File: src/lpc_pkg.sv
// Shared types, constants and CORDIC step function for the polar-to-Cartesian converter.
package lpc_pkg;

  localparam int DEF_ANGLE_BITS = 16;
  localparam int DEF_RANGE_BITS = 18;
  localparam int LASER_W        = 6;
  localparam int REV_W          = 16;
  localparam int INTENSITY_W    = 8;

  localparam int CORDIC_STEPS = 30;
  localparam int CORDIC_W     = 32;
  localparam int STEP_IDX_W   = $clog2(CORDIC_STEPS);

  localparam logic signed [CORDIC_W-1:0] CORDIC_GAIN = 32'sh26DD3B6A;
  localparam logic signed [63:0]         HALF_Q30    = 64'sd536870912;

  localparam logic [CORDIC_W-1:0] ATAN_TBL [CORDIC_STEPS] = '{
    32'h20000000, 32'h12E4051D, 32'h09FB385B, 32'h051111D4, 32'h028B0D43,
    32'h0145D7E1, 32'h00A2F61E, 32'h00517C55, 32'h0028BE53, 32'h00145F2E,
    32'h000A2F98, 32'h000517CC, 32'h00028BE6, 32'h000145F3, 32'h0000A2F9,
    32'h0000517C, 32'h000028BE, 32'h0000145F, 32'h00000A2F, 32'h00000517,
    32'h0000028B, 32'h00000145, 32'h000000A2, 32'h00000051, 32'h00000028,
    32'h00000014, 32'h0000000A, 32'h00000005, 32'h00000002, 32'h00000001
  };

  typedef struct packed {
    logic                       neg;
    logic signed [CORDIC_W-1:0] x;
    logic signed [CORDIC_W-1:0] y;
    logic signed [CORDIC_W-1:0] t;
  } cordic_t;

  // one rotation; sh is a constant at every call site
  function automatic cordic_t cordic_rotate(cordic_t c, int unsigned sh);
    cordic_t                    r;
    logic signed [CORDIC_W-1:0] xs;
    logic signed [CORDIC_W-1:0] ys;
    logic signed [CORDIC_W-1:0] ang;
    logic signed [CORDIC_W-1:0] cx;
    logic signed [CORDIC_W-1:0] cy;
    cx  = c.x;
    cy  = c.y;
    xs  = cx >>> sh;
    ys  = cy >>> sh;
    ang = $signed(ATAN_TBL[sh[STEP_IDX_W-1:0]]);
    r.neg = c.neg;
    if (!c.t[CORDIC_W-1]) begin
      r.x = cx - ys;
      r.y = cy + xs;
      r.t = c.t - ang;
    end else begin
      r.x = cx + ys;
      r.y = cy - xs;
      r.t = c.t + ang;
    end
    return r;
  endfunction

endpackage

File: src/lpc_cordic_cell.sv
// One CORDIC cell: a single rotation step for pitch and heading, with a holding register.
module lpc_cordic_cell #(
  parameter int STEP   = 0,
  parameter int SIDE_W = 64
) (
  input  logic              clk,
  input  logic              rst_n,
  input  logic              up_valid,
  output logic              up_ready,
  input  lpc_pkg::cordic_t  up_p,
  input  lpc_pkg::cordic_t  up_h,
  input  logic [SIDE_W-1:0] up_side,
  output logic              dn_valid,
  input  logic              dn_ready,
  output lpc_pkg::cordic_t  dn_p,
  output lpc_pkg::cordic_t  dn_h,
  output logic [SIDE_W-1:0] dn_side
);
  import lpc_pkg::*;

  logic              v_r;
  cordic_t           p_r;
  cordic_t           h_r;
  logic [SIDE_W-1:0] side_r;
  logic              ld;

  assign up_ready = !v_r || dn_ready;
  assign ld       = up_ready && up_valid;

  always_ff @(posedge clk) begin
    if (!rst_n) begin
      v_r <= 1'b0;
    end else if (up_ready) begin
      v_r <= up_valid;
    end
    if (ld) begin
      p_r    <= cordic_rotate(up_p, STEP);
      h_r    <= cordic_rotate(up_h, STEP);
      side_r <= up_side;
    end
  end

  assign dn_valid = v_r;
  assign dn_p     = p_r;
  assign dn_h     = h_r;
  assign dn_side  = side_r;

endmodule

File: config.mk
export PLATFORM = sky130hd
export DESIGN_NAME = lpc_cordic_cell
export DESIGN_NICKNAME = d
export VERILOG_FILES = /design/src/lpc_pkg.sv /design/src/lpc_cordic_cell.sv
export SDC_FILE = /design/constraint.sdc
export NUM_CORES = 1
export LEC_CHECK = 0
export BUFFER_PORTS_ARGS = -buffer_cell sky130_fd_sc_hd__clkbuf_2
export CORE_AREA = 2 2 205 207
export CTS_CLUSTER_DIAMETER = 80
export CTS_CLUSTER_SIZE = 30
export DETAILED_ROUTE_END_ITERATION = 12
export DIE_AREA = 0 0 207 209
export GPL_TIMING_DRIVEN = 0
export HOLD_SLACK_MARGIN = 0.15
export PLACE_DENSITY = 0.71
export SETUP_SLACK_MARGIN = 0.02
export SLEW_MARGIN = 20
export SYNTH_ARGS = -nofsm -noshare
export SYNTH_HDL_FRONTEND = slang
export SYNTH_SLANG_ARGS = --single-unit
File: constraint.sdc
create_clock -name clk -period 12.8 [get_ports clk]
set_clock_uncertainty 0.05 [all_clocks]
set_input_delay 3.2 -clock clk [delete_from_list [all_inputs] [get_ports clk]]
set_output_delay 3.2 -clock clk [all_outputs]
set_load 0.02 [all_outputs]
==> results of run 1 <==
==> stage by stage <==
step	setup slack (ns)	area [sq um]	util
final	5.93	22600	0.547
after global routing	5.89	22600	0.547
after detailed placement	5.94	21900	0.532
after floorplan	2.80	18600	-
after CTS	5.94	22600	0.547
after global placement	0.821	21800	0.529
==> power breakdown <==
| group | leakage, nW | switching [mW] | internal [mW] |
|---|---|---|---|
| combinational | 7.40 | 0.571 | 0.295 |
| sequential | 2.48 | 0.0244 | 1.04 |
| clock | 0.300 | 0.324 | 0.304 |
| total | 10.2 | 0.919 | 1.64 |
==> state kept, by name (all words and copies together) (netlist names) <==
register,count
dn_valid,1
dn_p,96
dn_side,64
dn_h,96
==> final timing paths <==
| check | start | to | depth (start not counted) |
|---|---|---|---|
| min reg2reg | dn_valid$_SDFFE_PN0N_ | dn_valid$_SDFFE_PN0N_ | 2 |
| max | dn_ready | up_ready | 3 |
| min | dn_valid$_SDFFE_PN0N_ | dn_valid$_SDFFE_PN0N_ | 2 |
| max reg2reg | dn_valid$_SDFFE_PN0N_ | dn_p[72]$_DFFE_PP_ | 4 |
==> cells by family (layout without fill, tap and decap cells) <==
family          Yosys count  in the layout  synth area share
other cells               0              8                 0
fa+ha+maj               196            196             0.135
flops                   257            257             0.415
simple gates            424            424             0.109
mux                      29             29            0.0156
xor+xnor                120            120            0.0566
compound gates          596            596             0.206
buf+inv                 291            846            0.0620
==> routing by layer <==
layer  vias up  global-route usage
met5         -                   0
met4         4              0.0791
met3       111              0.0463
met2       838               0.498
met1      8217               0.394
li1       7954                   -
==> critical path, delay by kind of cell <==
kind	cells	cell delay (ns)
buffers and inverters	2	0.25
and+or+nand+nor	1	0.16
==> cells in the mapped netlist (23+ instances only) <==
master / count / area share
sky130_fd_sc_hd__a21o_1: 45 / 0.018
sky130_fd_sc_hd__a21oi_1: 206 / 0.056
sky130_fd_sc_hd__buf_2: 23 / 0.0062
sky130_fd_sc_hd__clkbuf_1: 44 / 0.0089
sky130_fd_sc_hd__edfxtp_1: 256 / 0.41
sky130_fd_sc_hd__ha_1: 188 / 0.13
sky130_fd_sc_hd__inv_1: 204 / 0.041
sky130_fd_sc_hd__mux2i_1: 29 / 0.016
sky130_fd_sc_hd__nand2_1: 90 / 0.018
sky130_fd_sc_hd__nand3_1: 26 / 0.0070
sky130_fd_sc_hd__nor2_1: 149 / 0.030
sky130_fd_sc_hd__nor3_1: 42 / 0.011
sky130_fd_sc_hd__o21ai_0: 126 / 0.034
sky130_fd_sc_hd__o21bai_1: 32 / 0.013
sky130_fd_sc_hd__o31ai_1: 23 / 0.0093
sky130_fd_sc_hd__xnor2_1: 110 / 0.052
==> cell type report <==
type                       instances  area, sq um  area share
multi-input combinational       1365         9700       0.429
sequential                       257         7710       0.341
timing repair buffer             525         2720       0.120
inverter                         208          781      0.0346
tap                              539          674      0.0298
clock buffer                      17          425      0.0188
buffer                            83          370      0.0164
clock inverter                    13          200     0.00886
antenna                            8         20.0    0.000886
==> results_tabular.tex, run 1 <==
\begin{tabular}{lr}
\hline
Metric & Value \\
\hline
\multicolumn{2}{l}{\textbf{STA}} \\
Final setup violation count & 0 \\
Final-layout worst hold slack & between 0.5 and 0.6 ns \\
Final count of hold timing violations & 0 \\
Tightest slew margin relative to the limit & 0.279 \\
Final Max Tran Viols & 0 \\
Transition at the pin with the smallest max-transition slack & 1.08 ns \\
Share of the cycle needed by the critical path after routing & 0.537 \\
Setup total negative slack & 0 ns \\
Crit path time final & $\sim$6.9 ns \\
Achievable clock frequency & $\sim$150 MHz \\
Setup repair after global routing missed its margin & false \\
\multicolumn{2}{l}{\textbf{Critical path}} \\
Crit. End Element & output pin \\
Worst path max stage delay & roughly 0.18 ns \\
Register-to-register path setup slack & between 10 and 15 ns \\
Startpoint type of the worst setup path & primary input \\
Library cell contributing the largest single delay on the critical path & sky130\_fd\_sc\_hd\_\_clkbuf\_2 \\
Most used cell along the critical path & sky130\_fd\_sc\_hd\_\_clkbuf\_2 \\
Sequence of cells on the critical path & clkbuf\_2 > nand2b\_1 > clkbuf\_2 \\
Critical path class & primary input to output pin \\
CP Data Arrival Time & 3.62 ns \\
Required time at the endpoint of the critical path & 9.55 ns \\
Critical Path Fanout Max & 3 \\
\multicolumn{2}{l}{\textbf{Clock network}} \\
H-tree lvl count & 1 \\
Post-CTS clock slew at the launch and capture registers of the worst setup and hold paths & 0.11 ns \\
Setup bufs post-CTS & 0 \\
Clock tree from TritonCTS & yes \\
CTS Hold Buffers Added & 0 \\
Clock buffer count from CTS & 17 \\
Max Root-Sink Buffers & 3 \\
Number of sinks on the clock net & 257 \\
Cts repair resizes & 0 \\
Clk\_lat worst skew & about 0.55 ns \\
Clock root buffer & sky130\_fd\_sc\_hd\_\_clkbuf\_16 \\
\multicolumn{2}{l}{\textbf{Run status}} \\
Result of the run & finished clean \\
\multicolumn{2}{l}{\textbf{Yosys}} \\
Cells after Synth & between 1500 and 2000 \\
Mapped Area & roughly 0.019 sq mm \\
Count of unique library cells instantiated by Yosys & 82 \\
Main flop type after synthesis & sky130\_fd\_sc\_hd\_\_edfxtp\_1 \\
Number of warnings reported in the yosys synthesis log & 0 \\
Sequential-to-total area share from yosys stat & 0.415 \\
Total of flip-flops plus latches after synthesis & 257 \\
Number of enable flip-flop cells after synthesis & around 260 \\
Synthesized area per cell & between 9 and 10 sq um \\
Proportion of register bits with asynchronous set or reset after synthesis & 0 \\
Post-synth net total & around 2400 \\
\multicolumn{2}{l}{\textbf{Power}} \\
Peak ir drop on the vdd network & $\sim$0.13 mV \\
Pwr Density & 113 mW/mm\^{}2 \\
Power after layout & approximately 2.6 mW \\
Pleak & $\sim$10 nW \\
\multicolumn{2}{l}{\textbf{Cells and area}} \\
Area Growth Syn to Fin & 21.8\% \\
Most used cells in the layout excluding fill and tap cells & sky130\_fd\_sc\_hd\_\_clkbuf\_2 (521), sky130\_fd\_sc\_hd\_\_edfxtp\_1 (256), sky130\_fd\_sc\_hd\_\_a21oi\_1 (206) \\
Proportion of layout cells with a drive suffix above 1 & 0.250 \\
Final \#Nets & 2915 \\
Count of filler cells inserted in the layout & 3822 \\
Non-filler cells, final & about 3000 \\
Most common library cell in the layout ignoring fill and taps & sky130\_fd\_sc\_hd\_\_clkbuf\_2 \\
\multicolumn{2}{l}{\textbf{Job}} \\
Maxcap violations & 0 \\
\multicolumn{2}{l}{\textbf{Route}} \\
Number of vias per cell & between 5 and 6 \\
Number of search-and-repair iterations in the first detailed-routing pass & 5 \\
Total via count in the routed design & about 17000 \\
WL met3 & roughly 5.0 mm \\
Detailed-route wire length per cell & approximately 22 um \\
Met2 routed wirelength & between 30 and 40 mm \\
DRC violations left & 0 \\
Met1 wire length & between 20 and 30 mm \\
Uppermost metal layer occupied by signal nets & met5 \\
DRC marker count from the first detailed-route iteration & $\sim$1700 \\
Remaining antenna violation count & 0 \\
Wirelength, routed & roughly 67 mm \\
\multicolumn{2}{l}{\textbf{Placement}} \\
Post-DP HPWL & approximately 55 mm \\
Final weighted congestion in routability-driven placement & 0.958 \\
Number of input and output port buffers inserted & 521 \\
Cells after DPL & a little under 3000 \\
\multicolumn{2}{l}{\textbf{Floorplan}} \\
Io pins & 522 \\
Height of the chip & 209 um \\
Core region area & around 0.041 sq mm \\
Row Count & 75 \\
Initial core utilization & 0.449 \\
Die W & 207 um \\
Die outline area & 0.0433 sq mm \\
\multicolumn{2}{l}{\textbf{Min path}} \\
Worst hold path type & flop to flop \\
\multicolumn{2}{l}{\textbf{Global routing}} \\
Wire length of the first global-routing pass & between 90 and 100 mm \\
Overall global routing resource usage & 0.295 \\
Initial antenna violation count & 10 \\
Pin count of the biggest net entering global routing & 63 \\
Via count of the first global-routing pass & around 17000 \\
Grt total ovfl & 0 \\
\hline
\end{tabular}
Note: power is estimated with default switching activity, not from simulation.
==> run 2: changes to the inputs <==
--- a/config.mk
+++ b/config.mk
@@ -6,14 +6,14 @@
 export NUM_CORES = 1
 export LEC_CHECK = 0
 export BUFFER_PORTS_ARGS = -buffer_cell sky130_fd_sc_hd__clkbuf_2
-export CORE_AREA = 2 2 205 207
+export CORE_AREA = 2 2 204 206
 export CTS_CLUSTER_DIAMETER = 80
 export CTS_CLUSTER_SIZE = 30
 export DETAILED_ROUTE_END_ITERATION = 12
-export DIE_AREA = 0 0 207 209
+export DIE_AREA = 0 0 206 208
 export GPL_TIMING_DRIVEN = 0
 export HOLD_SLACK_MARGIN = 0.15
-export PLACE_DENSITY = 0.71
+export PLACE_DENSITY = 0.74
 export SETUP_SLACK_MARGIN = 0.02
 export SLEW_MARGIN = 20
 export SYNTH_ARGS = -nofsm -noshare
==> constraint.sdc (replaced) <==
create_clock -name clk -period 5.51 [get_ports clk]
set_clock_uncertainty 0.05 [all_clocks]
set_input_delay 1.3775 -clock clk [delete_from_list [all_inputs] [get_ports clk]]
set_output_delay 1.3775 -clock clk [all_outputs]
set_load 0.02 [all_outputs]
==> results_tabular.tex, run 2 (synthesized netlist as in run 1, its figures left out) <==
\begin{tabular}{lr}
\hline
Metric & Value \\
\hline
\multicolumn{2}{l}{\textbf{Route}} \\
Number of search-and-repair iterations in the first detailed-routing pass & 6 (+1) \\
DRC marker count from the first detailed-route iteration & 1960 (+14\%) \\
Detailed-route wire length per cell & 21.7 um (-2.3\%) \\
DRC violations left & 0 (unchanged) \\
Remaining antenna violation count & 0 (unchanged) \\
Total via count in the routed design & 17100 (+0.053\%) \\
Number of vias per cell & 5.70 (+0.29\%) \\
Wirelength, routed & 65.4 mm (-2.5\%) \\
\multicolumn{2}{l}{\textbf{STA}} \\
Crit path time final & between 4 and 5 ns \\
Tightest slew margin relative to the limit & 0.321 (+0.0419) \\
Transition at the pin with the smallest max-transition slack & 1.02 ns (-0.0629 ns) \\
Final Max Tran Viols & 0 (unchanged) \\
Share of the cycle needed by the critical path after routing & 0.806 \\
Final count of hold timing violations & 0 (unchanged) \\
Achievable clock frequency & around 230 MHz \\
Setup repair after global routing missed its margin & false \\
Final setup violation count & 0 (unchanged) \\
\multicolumn{2}{l}{\textbf{Critical path}} \\
Critical Path Fanout Max & 5 (+2) \\
Critical path class & primary input to flop \\
CP Data Arrival Time & 4.68 ns (+1.06 ns) \\
Required time at the endpoint of the critical path & 5.75 ns (-3.80 ns) \\
Crit. End Element & flop \\
Startpoint type of the worst setup path & primary input \\
\multicolumn{2}{l}{\textbf{Global routing}} \\
Wire length of the first global-routing pass & 96.8 mm (-2.6\%) \\
Grt total ovfl & 0 (unchanged) \\
Via count of the first global-routing pass & 16600 (-0.51\%) \\
Pin count of the biggest net entering global routing & 63 (unchanged) \\
Initial antenna violation count & 8 (-2) \\
Overall global routing resource usage & 0.293 (-0.00205) \\
\multicolumn{2}{l}{\textbf{Power}} \\
Fraction of power spent switching nets & 0.366 (+0.00673) \\
Switching power summed over all nets & 2.20 mW (+140\%) \\
Proportion of power drawn by combinational gates & 0.333 (-0.006) \\
Internal power & 3.81 mW (+130\%) \\
Peak ir drop on the vdd network & 0.251 mV (+89\%) \\
Pleak & 10.2 nW (+0.27\%) \\
Clock power share & 0.255 (+0.010) \\
Seq pwr share & 0.412 (-0.004) \\
Pwr Density & 266 mW/mm\^{}2 (+130\%) \\
\multicolumn{2}{l}{\textbf{Floorplan}} \\
Core region area & 0.0406 sq mm (-1.8\%) \\
Die W & 206 um (-0.48\%) \\
Io pins & 522 (unchanged) \\
Row Count & 74 (-1.3\%) \\
Initial core utilization & 0.457 (+0.00815) \\
Die outline area & 0.0428 sq mm (-0.96\%) \\
Height of the chip & 208 um (-0.48\%) \\
\multicolumn{2}{l}{\textbf{Cells and area}} \\
Count of filler cells inserted in the layout & 3700 (-3.2\%) \\
Most common library cell in the layout ignoring fill and taps & sky130\_fd\_sc\_hd\_\_clkbuf\_2 \\
Fraction of the core area covered by cells at the end of the flow & 0.558 (+0.0113) \\
Final \#Nets & 2916 (+0.034\%) \\
Most used cells in the layout excluding fill and tap cells & sky130\_fd\_sc\_hd\_\_clkbuf\_2 (521), sky130\_fd\_sc\_hd\_\_edfxtp\_1 (256), sky130\_fd\_sc\_hd\_\_a21oi\_1 (206) \\
Proportion of layout cells with a drive suffix above 1 & 0.250 (about the same) \\
Area Growth Syn to Fin & 22.1\% \\
Final std cell area, no fill & 0.0226 sq mm (+0.24\%) \\
\multicolumn{2}{l}{\textbf{Clock network}} \\
Setup bufs post-CTS & 0 (unchanged) \\
CTS Hold Buffers Added & 0 (unchanged) \\
Clk\_lat worst skew & 0.53 ns (-0.02 ns) \\
Clock tree from TritonCTS & yes \\
Cts repair resizes & 0 (unchanged) \\
H-tree lvl count & 1 (unchanged) \\
Max Root-Sink Buffers & 3 (unchanged) \\
Clock buffer count from CTS & 18 (+1) \\
Post-CTS clock slew at the launch and capture registers of the worst setup and hold paths & 0.10 ns (about the same) \\
Number of sinks on the clock net & 257 (unchanged) \\
Clock root buffer & sky130\_fd\_sc\_hd\_\_clkbuf\_16 \\
\multicolumn{2}{l}{\textbf{Placement}} \\
Post-DP HPWL & 53.3 mm (-3.0\%) \\
Number of input and output port buffers inserted & 521 (unchanged) \\
Final weighted congestion in routability-driven placement & 1.01 (+5.7\%) \\
Standard cell area after detailed placement & 0.0219 sq mm (about the same) \\
\multicolumn{2}{l}{\textbf{Min path}} \\
Worst hold path type & flop to flop \\
\multicolumn{2}{l}{\textbf{Run status}} \\
Result of the run & finished clean \\
\multicolumn{2}{l}{\textbf{Job}} \\
Maxcap violations & 0 (unchanged) \\
\hline
\end{tabular}
## run 2: cell types whose count changed in the layout (fill, tap and decap cells not counted), moves of 2 or more
cell / before / now
sky130_fd_sc_hd__diode_2: 8 / 6
sky130_fd_sc_hd__clkbuf_16: 17 / 19
sky130_fd_sc_hd__bufinv_16: 2 / 0
sky130_fd_sc_hd__clkinv_16: 1 / 4
## run 2: power by group through the flow
stage	clock, mW	combinational, mW	sequential (mW)
after floorplan	0	1.01	2.77
after global placement	0	1.94	2.54
after detailed placement	0	1.96	2.52
after CTS	1.57	1.98	2.48
after global routing	1.64	2.15	2.50
final	1.53	2.00	2.48
## run 2: area by class of cell
cell class                 count  area [sq um]  area share
antenna                        6          15.0    0.000663
buffer                        83           370      0.0164
clock buffer                  20           479      0.0212
clock inverter                12           221     0.00978
inverter                     208           781      0.0345
multi-input combinational   1365          9700       0.428
sequential                   257          7710       0.340
tap                          532           666      0.0294
timing repair buffer         525          2710       0.120
## run 2: worst max-delay path: stages
cell and delay [ns]:
sky130_fd_sc_hd__clkbuf_2 0.18, sky130_fd_sc_hd__inv_1 0.10, sky130_fd_sc_hd__ha_1 0.34, sky130_fd_sc_hd__nor2b_1 0.16, sky130_fd_sc_hd__o2111a_1 0.26, sky130_fd_sc_hd__nor3_1 0.37
sky130_fd_sc_hd__o31a_1 0.34, sky130_fd_sc_hd__o21ai_0 0.24, sky130_fd_sc_hd__a221oi_1 0.83, sky130_fd_sc_hd__o2111ai_1 0.16, sky130_fd_sc_hd__a21bo_2 0.24, sky130_fd_sc_hd__xnor2_1 0.07
## run 2: worst paths after layout
path | startpoint | endpoint | slack, ns | depth (start not counted)
max | up_h[33] | dn_h[61]$_DFFE_PP_ | 1.07 | 12
min | dn_valid$_SDFFE_PN0N_ | dn_valid$_SDFFE_PN0N_ | 0.54 | 2
max reg2reg | dn_valid$_SDFFE_PN0N_ | dn_h[45]$_DFFE_PP_ | 3.60 | 3
min reg2reg | dn_valid$_SDFFE_PN0N_ | dn_valid$_SDFFE_PN0N_ | 0.54 | 2
## run 2: layer usage
| layer | track usage | vias to the layer above | routed length [um] |
|---|---|---|---|
| li1 | - | 7956 | - |
| met1 | 0.390 | 8100 | 26400 |
| met2 | 0.484 | 923 | 30800 |
| met3 | 0.0453 | 150 | 5850 |
| met4 | 0.0968 | 4 | 2240 |
| met5 | 0 | - | 28 |
## run 2: through the flow
stage               TNS [ns]  total power [mW]  std cells  worst slack, ns  hold slack [ns]
floorplan                  0              3.78       1913            0.195            0.699
global placement     -189.68              4.48       2966           -0.771            0.461
detailed placement         0              4.48       2970            0.691            0.530
CTS                        0              6.03       3002             1.26            0.544
global route               0              6.29       3008             1.03            0.564
finish                     0              6.01       3008             1.07            0.538
