## src/lpc_pkg.sv

```systemverilog
// Shared types, constants and CORDIC step function for the polar-to-Cartesian converter.
package lpc_pkg;

  localparam int DEF_ANGLE_BITS = 16;
  localparam int DEF_RANGE_BITS = 18;
  localparam int LASER_W        = 6;
  localparam int REV_W          = 16;
  localparam int INTENSITY_W    = 8;

  localparam int CORDIC_STEPS = 30;
  localparam int CORDIC_W     = 32;
  localparam int STEP_IDX_W   = $clog2(CORDIC_STEPS);

  localparam logic signed [CORDIC_W-1:0] CORDIC_GAIN = 32'sh26DD3B6A;
  localparam logic signed [63:0]         HALF_Q30    = 64'sd536870912;

  localparam logic [CORDIC_W-1:0] ATAN_TBL [CORDIC_STEPS] = '{
    32'h20000000, 32'h12E4051D, 32'h09FB385B, 32'h051111D4, 32'h028B0D43,
    32'h0145D7E1, 32'h00A2F61E, 32'h00517C55, 32'h0028BE53, 32'h00145F2E,
    32'h000A2F98, 32'h000517CC, 32'h00028BE6, 32'h000145F3, 32'h0000A2F9,
    32'h0000517C, 32'h000028BE, 32'h0000145F, 32'h00000A2F, 32'h00000517,
    32'h0000028B, 32'h00000145, 32'h000000A2, 32'h00000051, 32'h00000028,
    32'h00000014, 32'h0000000A, 32'h00000005, 32'h00000002, 32'h00000001
  };

  typedef struct packed {
    logic                       neg;
    logic signed [CORDIC_W-1:0] x;
    logic signed [CORDIC_W-1:0] y;
    logic signed [CORDIC_W-1:0] t;
  } cordic_t;

  // one rotation; sh is a constant at every call site
  function automatic cordic_t cordic_rotate(cordic_t c, int unsigned sh);
    cordic_t                    r;
    logic signed [CORDIC_W-1:0] xs;
    logic signed [CORDIC_W-1:0] ys;
    logic signed [CORDIC_W-1:0] ang;
    logic signed [CORDIC_W-1:0] cx;
    logic signed [CORDIC_W-1:0] cy;
    cx  = c.x;
    cy  = c.y;
    xs  = cx >>> sh;
    ys  = cy >>> sh;
    ang = $signed(ATAN_TBL[sh[STEP_IDX_W-1:0]]);
    r.neg = c.neg;
    if (!c.t[CORDIC_W-1]) begin
      r.x = cx - ys;
      r.y = cy + xs;
      r.t = c.t - ang;
    end else begin
      r.x = cx + ys;
      r.y = cy - xs;
      r.t = c.t + ang;
    end
    return r;
  endfunction

endpackage

```

## src/lpc_fold.sv

```systemverilog
// Input stage: widens both angles to a 32-bit turn fraction and folds them into +-1/4 turn.
module lpc_fold #(
  parameter int ANGLE_BITS = lpc_pkg::DEF_ANGLE_BITS,
  parameter int SIDE_W     = 64
) (
  input  logic                  clk,
  input  logic                  rst_n,
  input  logic                  up_valid,
  output logic                  up_ready,
  input  logic [ANGLE_BITS-1:0] up_pitch,
  input  logic [ANGLE_BITS-1:0] up_heading,
  input  logic [SIDE_W-1:0]     up_side,
  output logic                  dn_valid,
  input  logic                  dn_ready,
  output lpc_pkg::cordic_t      dn_p,
  output lpc_pkg::cordic_t      dn_h,
  output logic [SIDE_W-1:0]     dn_side
);
  import lpc_pkg::*;

  localparam logic signed [CORDIC_W:0] QUARTER = 33'sh040000000;
  localparam logic signed [CORDIC_W:0] HALF    = 33'sh080000000;

  function automatic cordic_t fold(logic [ANGLE_BITS-1:0] a);
    cordic_t                  c;
    logic [CORDIC_W-1:0]      a32;
    logic signed [CORDIC_W:0] ts;
    a32   = {a, {(CORDIC_W-ANGLE_BITS){1'b0}}};
    ts    = $signed({a32[CORDIC_W-1], a32});
    c.neg = 1'b0;
    if (ts > QUARTER) begin
      ts    = ts - HALF;
      c.neg = 1'b1;
    end else if (ts < -QUARTER) begin
      ts    = ts + HALF;
      c.neg = 1'b1;
    end
    c.x = CORDIC_GAIN;
    c.y = '0;
    c.t = ts[CORDIC_W-1:0];
    return c;
  endfunction

  logic              v_r;
  cordic_t           p_r;
  cordic_t           h_r;
  logic [SIDE_W-1:0] side_r;
  logic              ld;

  assign up_ready = !v_r || dn_ready;
  assign ld       = up_ready && up_valid;

  always_ff @(posedge clk) begin
    if (!rst_n) begin
      v_r <= 1'b0;
    end else if (up_ready) begin
      v_r <= up_valid;
    end
    if (ld) begin
      p_r    <= fold(up_pitch);
      h_r    <= fold(up_heading);
      side_r <= up_side;
    end
  end

  assign dn_valid = v_r;
  assign dn_p     = p_r;
  assign dn_h     = h_r;
  assign dn_side  = side_r;

endmodule

```

## config.mk

```make
export PLATFORM = sky130hd
export DESIGN_NAME = lpc_fold
export DESIGN_NICKNAME = d
export VERILOG_FILES = /design/src/lpc_pkg.sv /design/src/lpc_fold.sv
export SDC_FILE = /design/constraint.sdc
export NUM_CORES = 1
export LEC_CHECK = 0
export ABC_CLOCK_PERIOD_IN_PS = 9600
export BUFFER_PORTS_ARGS = -buffer_cell sky130_fd_sc_hd__buf_4
export CAP_MARGIN = 20
export CORE_AREA = 3 3 137 139
export CTS_CLUSTER_DIAMETER = 40
export DETAILED_ROUTE_END_ITERATION = 7
export DIE_AREA = 0 0 140 142
export GPL_TIMING_DRIVEN = 0
export PLACE_DENSITY = 0.55
export SLEW_MARGIN = 10
export SYNTH_ARGS = -nofsm -noshare
export SYNTH_HDL_FRONTEND = slang
export SYNTH_SLANG_ARGS = --single-unit
```

## constraint.sdc

```tcl
create_clock -name clk -period 9.6 [get_ports clk]
set_clock_uncertainty 0.2 [all_clocks]
set_input_delay 1.92 -clock clk [delete_from_list [all_inputs] [get_ports clk]]
set_output_delay 1.92 -clock clk [all_outputs]
set_load 0.01 [all_outputs]
```

==> flow_metrics.tcl, run 1 <==
set metrics [dict create \
    status "completed" \
    rsz0062_at_grt "no" \
    power_leakage_nw 3.45 \
    cts_tree "yes" \
    syn_inst 281 \
    fp.coreArea_sq_mm 0.0178 \
    die-area_sq_mm 0.0199 \
    io_buffer_count 199 \
    final_hold_viol_count 0 \
    drc 0 \
    num_vias 2844 \
    dr.first_iter.drc_count 43 \
    fin_util 0.395 \
    grt_start_max_net_pins 54 \
    track_usage 0.0948 \
    max_cap_violations 0 \
    min_period_over_period 0.466 \
    routedWlPerCell_microns 12.1 \
    antenna_found_initial 0 \
    r2r_slack_ns 7.66 \
    grt_pass1_wl_microns 14600 \
    via_per_inst 3.22 \
    cp-startpoint "dn_ready" \
    path_max_fanout 3 \
    cts_hold_buf 0 \
    clockBufferDepth 2 \
    synth_area_sq_mm 0.00434 \
    max_freq_mhz 223 \
    syn_to_final_growth_pct 61.8 \
    mostFrequentLayoutCells "buf_4 (359), conb_1 (160), edfxtp_1 (98), clkbuf_16 (9), nor4_2 (6)" \
    power.density_mw_per_mm2 147 \
    cts.sinks 99 \
    required_ns 7.48 \
    clkLatencyLatePin_ns 0.32 \
    wl_microns 10700 \
    startpoint_type "primary input" \
    synth_cell_type_count 12 \
    hold_path_class "reg -> reg" \
    dr.pass1.iters 4 \
    tightest_slew_ns 0.702 \
    drive_gt1_frac 0.583 \
    worst_ep_arrival_time_ns 2.36 \
    min_period_ns 4.48 \
    path_clk_slew_ns 0.06 \
    worstReg2RegStart "dn_valid" \
    nets 750 \
    crit_path_end_kind "output port" \
    grt_pass1_vias 2755 \
    routabilityCongestion 0.824 \
    reg2reg_to "dn_p[17]" \
    ctsResizeCount 0 \
    dieWidth_microns 140 \
    fillers 1735 \
    worstSetupPathType "in -> out" \
    initial_core_util 0.244 \
    rows 49 \
    cts_buffers 9 \
    final_common_cell "buf_4" \
    synth_seq_area_share 0.683 \
    place_hpwl_microns 9030 \
    syn_area_per_cell_sq_um 15.4 \
    root_buffer "clkbuf_16" \
    die_h_microns 142 \
    max-vdd-ir-drop_mv 0.0670 \
    gr-total-overflow 0 \
    relSlewSlack 0.532 \
    h-tree-depth 3 \
    setup_tns_ns 0 \
    ant_nets 0 \
    cts_setup_buffers 0 \
    cp-endpoint "up_ready" \
    yosys_warnings 0 \
    setup_viol 0 \
    antenna_cells 0 \
    worstRegToRegCells 3 \
    yosys_register_bits 99 \
    top_level_ports 360 \
    slew_viol_final 0 \
]
==> synthesized netlist by cell type <==
cell	count	share of area
a41oi_1	4	0.0081
nand2b_1	1	0.0014
nor4_2	6	0.017
dfxtp_1	1	0.0046
inv_1	3	0.0026
edfxtp_1	98	0.68
buf_4	160	0.28
xnor2_1	2	0.0040
a21boi_0	1	0.0017
conb_1	2	0.0017
nor3_1	2	0.0023
and2_1	1	0.0014
==> report_power, final <==
part | total [W] | internal [W] | leakage [nW] | switching (W)
clock network | 0.000341 | 0.000180 | 0.141 | 0.000160
registers | 0.000512 | 0.000506 | 0.956 | 0.00000689
logic | 0.000181 | 0.0000987 | 2.35 | 0.0000821
==> final cells by class <==
class                      instances  area, sq um  area share
sequential                        99         2960       0.422
clock buffer                       9          225      0.0321
multi-input combinational        177          761       0.108
inverter                           3         11.3     0.00160
timing repair buffer             200         1510       0.216
buffer                           160         1200       0.171
clock inverter                     7         61.3     0.00873
tap                              229          287      0.0408
==> how the worst min path moves through the flow <==
stage               cells after the start  startpoint  slack (ns)        to
floorplan                               2    dn_valid        0.41  dn_valid
global placement                        2    dn_valid        0.36  dn_valid
detailed placement                      2    dn_valid        0.40  dn_valid
CTS                                     2    dn_valid        0.41  dn_valid
global route                            2    dn_valid        0.44  dn_valid
finish                                  2    dn_valid        0.40  dn_valid
==> state kept, by name, summed over array words and instances (netlist names) <==
| name | cells |
|---|---|
| dn_side | 64 |
| dn_valid | 1 |
| dn_p | 17 |
| dn_h | 17 |
==> critical path, cell delays in order <==
cell and delay (ns):
buf_4 0.10, nand2b_1 0.17, buf_4 0.16
==> metrics by stage <==
stage	instance area [sq um]	worst slack [ns]	hold slack [ns]	cells	power, W
final	7020	5.12	0.395	884	0.00103
after global routing	7020	5.09	0.439	884	0.00108
after CTS	7020	5.12	0.405	884	0.00105
after detailed placement	6740	5.12	0.400	868	0.000700
after global placement	6710	3.63	0.357	867	0.000700
after floorplan	4930	4.53	0.410	439	0.000624
==> routing by layer <==
metal | part of all wire | vias to the layer above | GRT usage
met2 | 0.54 | 212 | 0.175
met5 | 0 | - | 0
met4 | 0.0071 | 0 | 0.0260
met3 | 0.12 | 6 | 0.0339
li1 | - | 1390 | -
met1 | 0.34 | 1236 | 0.103
==> cells by family (layout without fill, tap and decap cells) <==
logic type | after synthesis | count (layout) | synth area share
AOI/OAI and AO/OA | 5 | 5 | 0.00980
buffers and inverters | 163 | 379 | 0.279
other | 2 | 160 | 0.00173
DFF | 99 | 99 | 0.683
and+or+nand+nor | 10 | 10 | 0.0225
xor gates and xnor gates | 2 | 2 | 0.00404
Note: power is estimated with default switching activity, not from simulation.
==> inputs of run 2 (changes only) <==
Settings changed: ABC_CLOCK_PERIOD_IN_PS 9600 to 4400, CORE_AREA 3 3 137 139 to 3 3 138 140, DIE_AREA 0 0 140 142 to 0 0 141 143, PLACE_DENSITY 0.55 to 0.54.
Clock period 9.6 ns to 4.4 ns, I/O delays scaled along.
==> run 2 against run 1 <==
Compared with the run above:
- routed wire length grew 3.5%
- cell area is the same
- non-clock buffer count is the same
- cell count is the same
- core utilization shrank 0.40 points
- critical path depth is the same
- flip-flop and latch count is the same
- total power grew 120%
- sequential share of layout area is the same
- sequential power grew 120%
- clock-buffer cell count grew 1
- global-route usage is essentially flat
- highest routed layer unchanged
==> flow_metrics.tcl, run 2 (same netlist as run 1, synthesis figures left out) <==
set metrics [dict create \
    p_switching_w 0.000555 \
    via_per_inst 3.29 \
    root_buffer "clkbuf_16" \
    grt_pass1_vias 2784 \
    fillers 1718 \
    wl_microns 11100 \
    largest_reg_flops 64 \
    syn_to_final_growth_pct 61.8 \
    setup_ws_ns 1.99 \
    clockBufferDepth 2 \
    io_buffer_count 199 \
    power.density_mw_per_mm2 323 \
    drc 0 \
    pre_cts_ws_ns 1.73 \
    relSlewSlack 0.532 \
    antenna_found_initial 0 \
    rows 49 \
    worstRegToRegCells 3 \
    dr.pass1.iters 4 \
    top_level_ports 360 \
    multiInputGateArea_sq_um 761 \
    status "completed" \
    num_vias 2909 \
    startpoint_type "primary input" \
    die_h_microns 143 \
    drive_gt1_frac 0.583 \
    path_max_fanout 3 \
    cp_cell_sequence "buf_4 > nand2b_1 > buf_4" \
    p_int_w 0.00171 \
    max_cap_violations 0 \
    cp_slowest_stage_delay_ns 0.18 \
    path_clk_slew_ns 0.07 \
    cts.sinks 99 \
    pwr-share-seq 0.493 \
    combPwrFrac 0.174 \
    final_hold_viol_count 0 \
    tightest_slew_ns 0.701 \
    h-tree-depth 3 \
    setup_viol 0 \
    cp-endpoint "up_ready" \
    nets 750 \
    min_period_ns 2.41 \
    grt_pass1_wl_microns 14800 \
    max-vdd-ir-drop_mv 0.178 \
    crit_path_frequent_cell "buf_4" \
    worst-path-buf-inv 2 \
    initial_core_util 0.242 \
    rsz0062_at_grt "no" \
    min_period_over_period 0.548 \
    swShare 0.245 \
    cts_tree "yes" \
    gr-total-overflow 0 \
    cts_hold_buf 0 \
    routedWlPerCell_microns 12.5 \
    path_depth 3 \
    seq_area_sq_mm 0.00296 \
    grt_start_max_net_pins 55 \
    r2r_slack_ns 2.42 \
    crit_path_end_kind "output port" \
    antenna_cells 0 \
    worstReg2RegStart "dn_valid" \
    dieWidth_microns 141 \
    cts_buffers 9 \
    worst_ep_arrival_time_ns 1.33 \
    slew_viol_final 0 \
    required_ns 3.32 \
    hold_path_class "reg -> reg" \
    dr.first_iter.drc_count 44 \
    place_hpwl_microns 9220 \
    max_freq_mhz 415 \
    ctsResizeCount 0 \
    worstSetupPathType "in -> out" \
    cp-startpoint "dn_ready" \
    routabilityCongestion 0.765 \
    die-area_sq_mm 0.0202 \
    cts_setup_buffers 0 \
    power_leakage_nw 3.45 \
    mostFrequentLayoutCells "buf_4 (359), conb_1 (160), edfxtp_1 (98), clkbuf_16 (9), nor4_2 (6)" \
    clkLatencyLatePin_ns 0.33 \
    crit_family "buffers and inverters" \
    final_common_cell "buf_4" \
    track_usage 0.0952 \
    cp_slowest_cell "nand2b_1" \
    reg2reg_to "dn_h[23]" \
    p_clk_frac 0.333 \
    fp.coreArea_sq_mm 0.0180 \
    ant_nets 0 \
    setup_tns_ns 0 \
]
## run 2: stage by stage
| step | utilization | hold WS, ns | std cells | area, sq um | total power [W] |
|---|---|---|---|---|---|
| finish | 0.391 | 0.420 | 884 | 7020 | 0.00227 |
| global route | 0.391 | 0.480 | 884 | 7020 | 0.00237 |
| CTS | 0.391 | 0.431 | 884 | 7020 | 0.00229 |
| detailed placement | 0.375 | 0.421 | 868 | 6740 | 0.00153 |
| global placement | 0.374 | 0.370 | 867 | 6710 | 0.00153 |
| floorplan | - | 0.410 | 439 | 4930 | 0.00136 |
## run 2: cell type report
class                      instances  area share
sequential                        99       0.422
timing repair buffer             200       0.216
inverter                           3     0.00160
clock inverter                     6     0.00820
clock buffer                      10      0.0326
tap                              229      0.0408
buffer                           160       0.171
multi-input combinational        177       0.108
## run 2: worst register-to-register path, delay by kind of cell (launching register included)
family,cells,cell delay (ns)
DFF,1,0.33
buffers and inverters,1,0.35
and+or+nand+nor,2,0.77
## run 2: worst min-delay path by stage
stage          startpoint  cells after the start       end
2_1_floorplan    dn_valid                      2  dn_valid
3_3_place_gp     dn_valid                      2  dn_valid
3_5_place_dp     dn_valid                      2  dn_valid
4_1_cts          dn_valid                      2  dn_valid
5_1_grt          dn_valid                      2  dn_valid
6_report         dn_valid                      2  dn_valid
## run 2: layer usage
layer | global-route usage | wire [microns]
met1 | 0.102 | 3810
met2 | 0.173 | 5720
met3 | 0.0335 | 1300
met4 | 0.0362 | 232
met5 | 0 | 0
## run 2: power by group through the flow
stage	registers (W)	clock network, W	logic (W)
after global routing	0.00112	0.000817	0.000426
after global placement	0.00114	0	0.000382
final	0.00112	0.000755	0.000396
after detailed placement	0.00114	0	0.000388
after CTS	0.00112	0.000781	0.000389
after floorplan	0.00117	0	0.000188
==> inputs of run 3 (changes only) <==
Settings changed: ABC_AREA from default to 1, ABC_CLOCK_PERIOD_IN_PS 4400 to 2200, PLACE_DENSITY 0.54 to 0.56.
Clock period 4.4 ns to 2.2 ns, I/O delays scaled along.
==> run 3 against run 2 <==
Compared with the run above:
- clock-buffer cell count decreased by 1
- combinational power increased by 110%
- cell area increased by 2.2%
- sequential power increased by 99%
- first-iteration DRC count increased by 130%
==> flow_metrics.tcl, run 3 <==
set metrics [dict create \
    wl_microns 11000 \
    hold_path_class "in -> reg" \
    nets 774 \
    path_clk_slew_ns 0.07 \
    synth_most_common_cell "buf_4" \
    root_buffer "clkbuf_16" \
    min_period_over_period 0.808 \
    cts.sinks 99 \
    grt_pass1_vias 2717 \
    syn_inst 302 \
    worst_ep_arrival_time_ns 1.61 \
    yosys_warnings 0 \
    synth_area_sq_mm 0.00436 \
    io_buffer_count 199 \
    cp_slowest_cell "a21oi_4" \
    relSlewSlack 0.629 \
    num_vias 2844 \
    ant_nets 0 \
    worstSetupPathType "reg -> reg" \
    syn_area_per_cell_sq_um 14.4 \
    setup_tns_ns 0 \
    min_period_ns 1.78 \
    cp_cell_sequence "a21oi_4 > buf_16 > buf_12" \
    synth_top_cell_area_share 0.676 \
    clockBufferDepth 2 \
    die-area_sq_mm 0.0202 \
    grt_pass1_wl_microns 14800 \
    gr-total-overflow 0 \
    dr.pass1.iters 4 \
    fillers 1703 \
    die_h_microns 143 \
    cts_tree "yes" \
    dieWidth_microns 141 \
    top_level_ports 360 \
    routedWlPerCell_microns 12.1 \
    max-vdd-ir-drop_mv 0.524 \
    antenna_found_initial 0 \
    max_cap_violations 0 \
    setup_viol 0 \
    antenna_cells 0 \
    synth_seq_area_share 0.680 \
    p_total_w 0.00474 \
    mostFrequentLayoutCells "buf_4 (359), conb_1 (160), edfxtp_1 (98), nor2_1 (14)" \
    fp.coreArea_sq_mm 0.0180 \
    yosys_register_bits 99 \
    dr.first_iter.drc_count 102 \
    synth_top_cells_by_count "buf_4 (160), edfxtp_1 (98), nor2_1 (14)" \
    final_common_cell "buf_4" \
    clkLatencyLatePin_ns 0.33 \
    h-tree-depth 3 \
    crit_path_end_kind "flip-flop" \
    via_per_inst 3.13 \
    rows 49 \
    status "completed" \
    async_reset_ff_frac 0 \
    routabilityCongestion 0.698 \
    drive_gt1_frac 0.567 \
    grt_start_max_net_pins 27 \
    startpoint_type "flip-flop" \
    power_leakage_nw 3.54 \
    max_freq_mhz 562 \
    rsz0062_at_grt "no" \
    cts_setup_buffers 0 \
    synth_cell_type_count 11 \
    largest_reg_flops 64 \
    initial_core_util 0.242 \
    path_max_fanout 26 \
    place_hpwl_microns 9300 \
    synth_top_area_cell "edfxtp_1" \
    ctsResizeCount 0 \
    slew_viol_final 0 \
    final_hold_viol_count 0 \
    yosys-top-cells-area "edfxtp_1 (68%), buf_4 (28%), nor2_1 (1.2%), nand2_1 (0.78%), a21oi_1 (0.57%)" \
    syn_to_final_growth_pct 64.8 \
    cp_slowest_stage_delay_ns 0.48 \
    tightest_slew_ns 0.555 \
    cts_hold_buf 0 \
    cts_buffers 9 \
    synth-edff-count 98 \
    required_ns 2.04 \
    track_usage 0.0977 \
    synth-main-ff-cell "edfxtp_1" \
    power.density_mw_per_mm2 660 \
    drc 0 \
]
## run 3: changes by cell type in the layout (fill, tap and decap cells not counted), moves of 3 or more
cell,previous run,this run
a41oi_1,4,0
a21oi_1,0,4
nand2_1,0,9
nor2_2,0,4
nor2_1,0,14
buf_16,0,3
nor4_2,6,0
clkinv_4,4,0
## run 3: cell families (layout without fill, tap and decap cells)
family,Yosys count,after routing,share of synthesized area
compound gates,6,6,0.00747
xor+xnor,2,2,0.00402
buf+inv,166,385,0.281
flops,99,99,0.680
other cells,2,160,0.00172
simple gates,27,27,0.0256
## run 3: path summary, 6_finish.rpt
kind	slack, ns	cells after the start	start	endpoint
min reg2reg	0.38	2	dn_valid	dn_valid
min	0.07	1	up_side[35]	dn_side[35]
max reg2reg	0.42	3	dn_valid	dn_side[37]
max	0.42	3	dn_valid	dn_side[37]
## run 3: metrics by stage
step           utilization  cells  area (sq um)  hold slack, ns  setup WS (ns)
2_1_floorplan            -    460          4970           0.339         -0.511
3_3_place_gp         0.376    888          6750           0.347          -1.39
3_5_place_dp         0.382    892          6860           0.372          0.161
4_1_cts              0.400    908          7180          0.0614          0.411
5_1_grt              0.400    908          7180          0.0534          0.350
6_report             0.400    908          7180          0.0732          0.422
## run 3: cell type report
class / count / area, sq um / area share
sequential: 99 / 2960 / 0.413
multi-input combinational: 195 / 773 / 0.108
tap: 229 / 287 / 0.0399
buffer: 160 / 1200 / 0.167
inverter: 6 / 35.0 / 0.00488
clock buffer: 9 / 225 / 0.0314
timing repair buffer: 203 / 1600 / 0.222
clock inverter: 7 / 98.8 / 0.0138
## run 3: power breakdown
| group | internal (W) | leakage (nW) | switching (W) |
|---|---|---|---|
| Clock | 0.00100 | 0.152 | 0.000682 |
| Combinational | 0.000450 | 2.43 | 0.000364 |
| Sequential | 0.00221 | 0.956 | 0.0000292 |
## run 3: layer usage
layer	GRT usage	share of wire
met1	0.105	0.34
met2	0.177	0.53
met3	0.0325	0.12
met4	0.0398	0.012
met5	0	0
## run 3: critical path, delay by kind of cell (launching register included)
family | cells | cell delay (ns)
buffers and inverters | 2 | 0.44
AOI/OAI and AO/OA | 1 | 0.48
DFF | 1 | 0.35
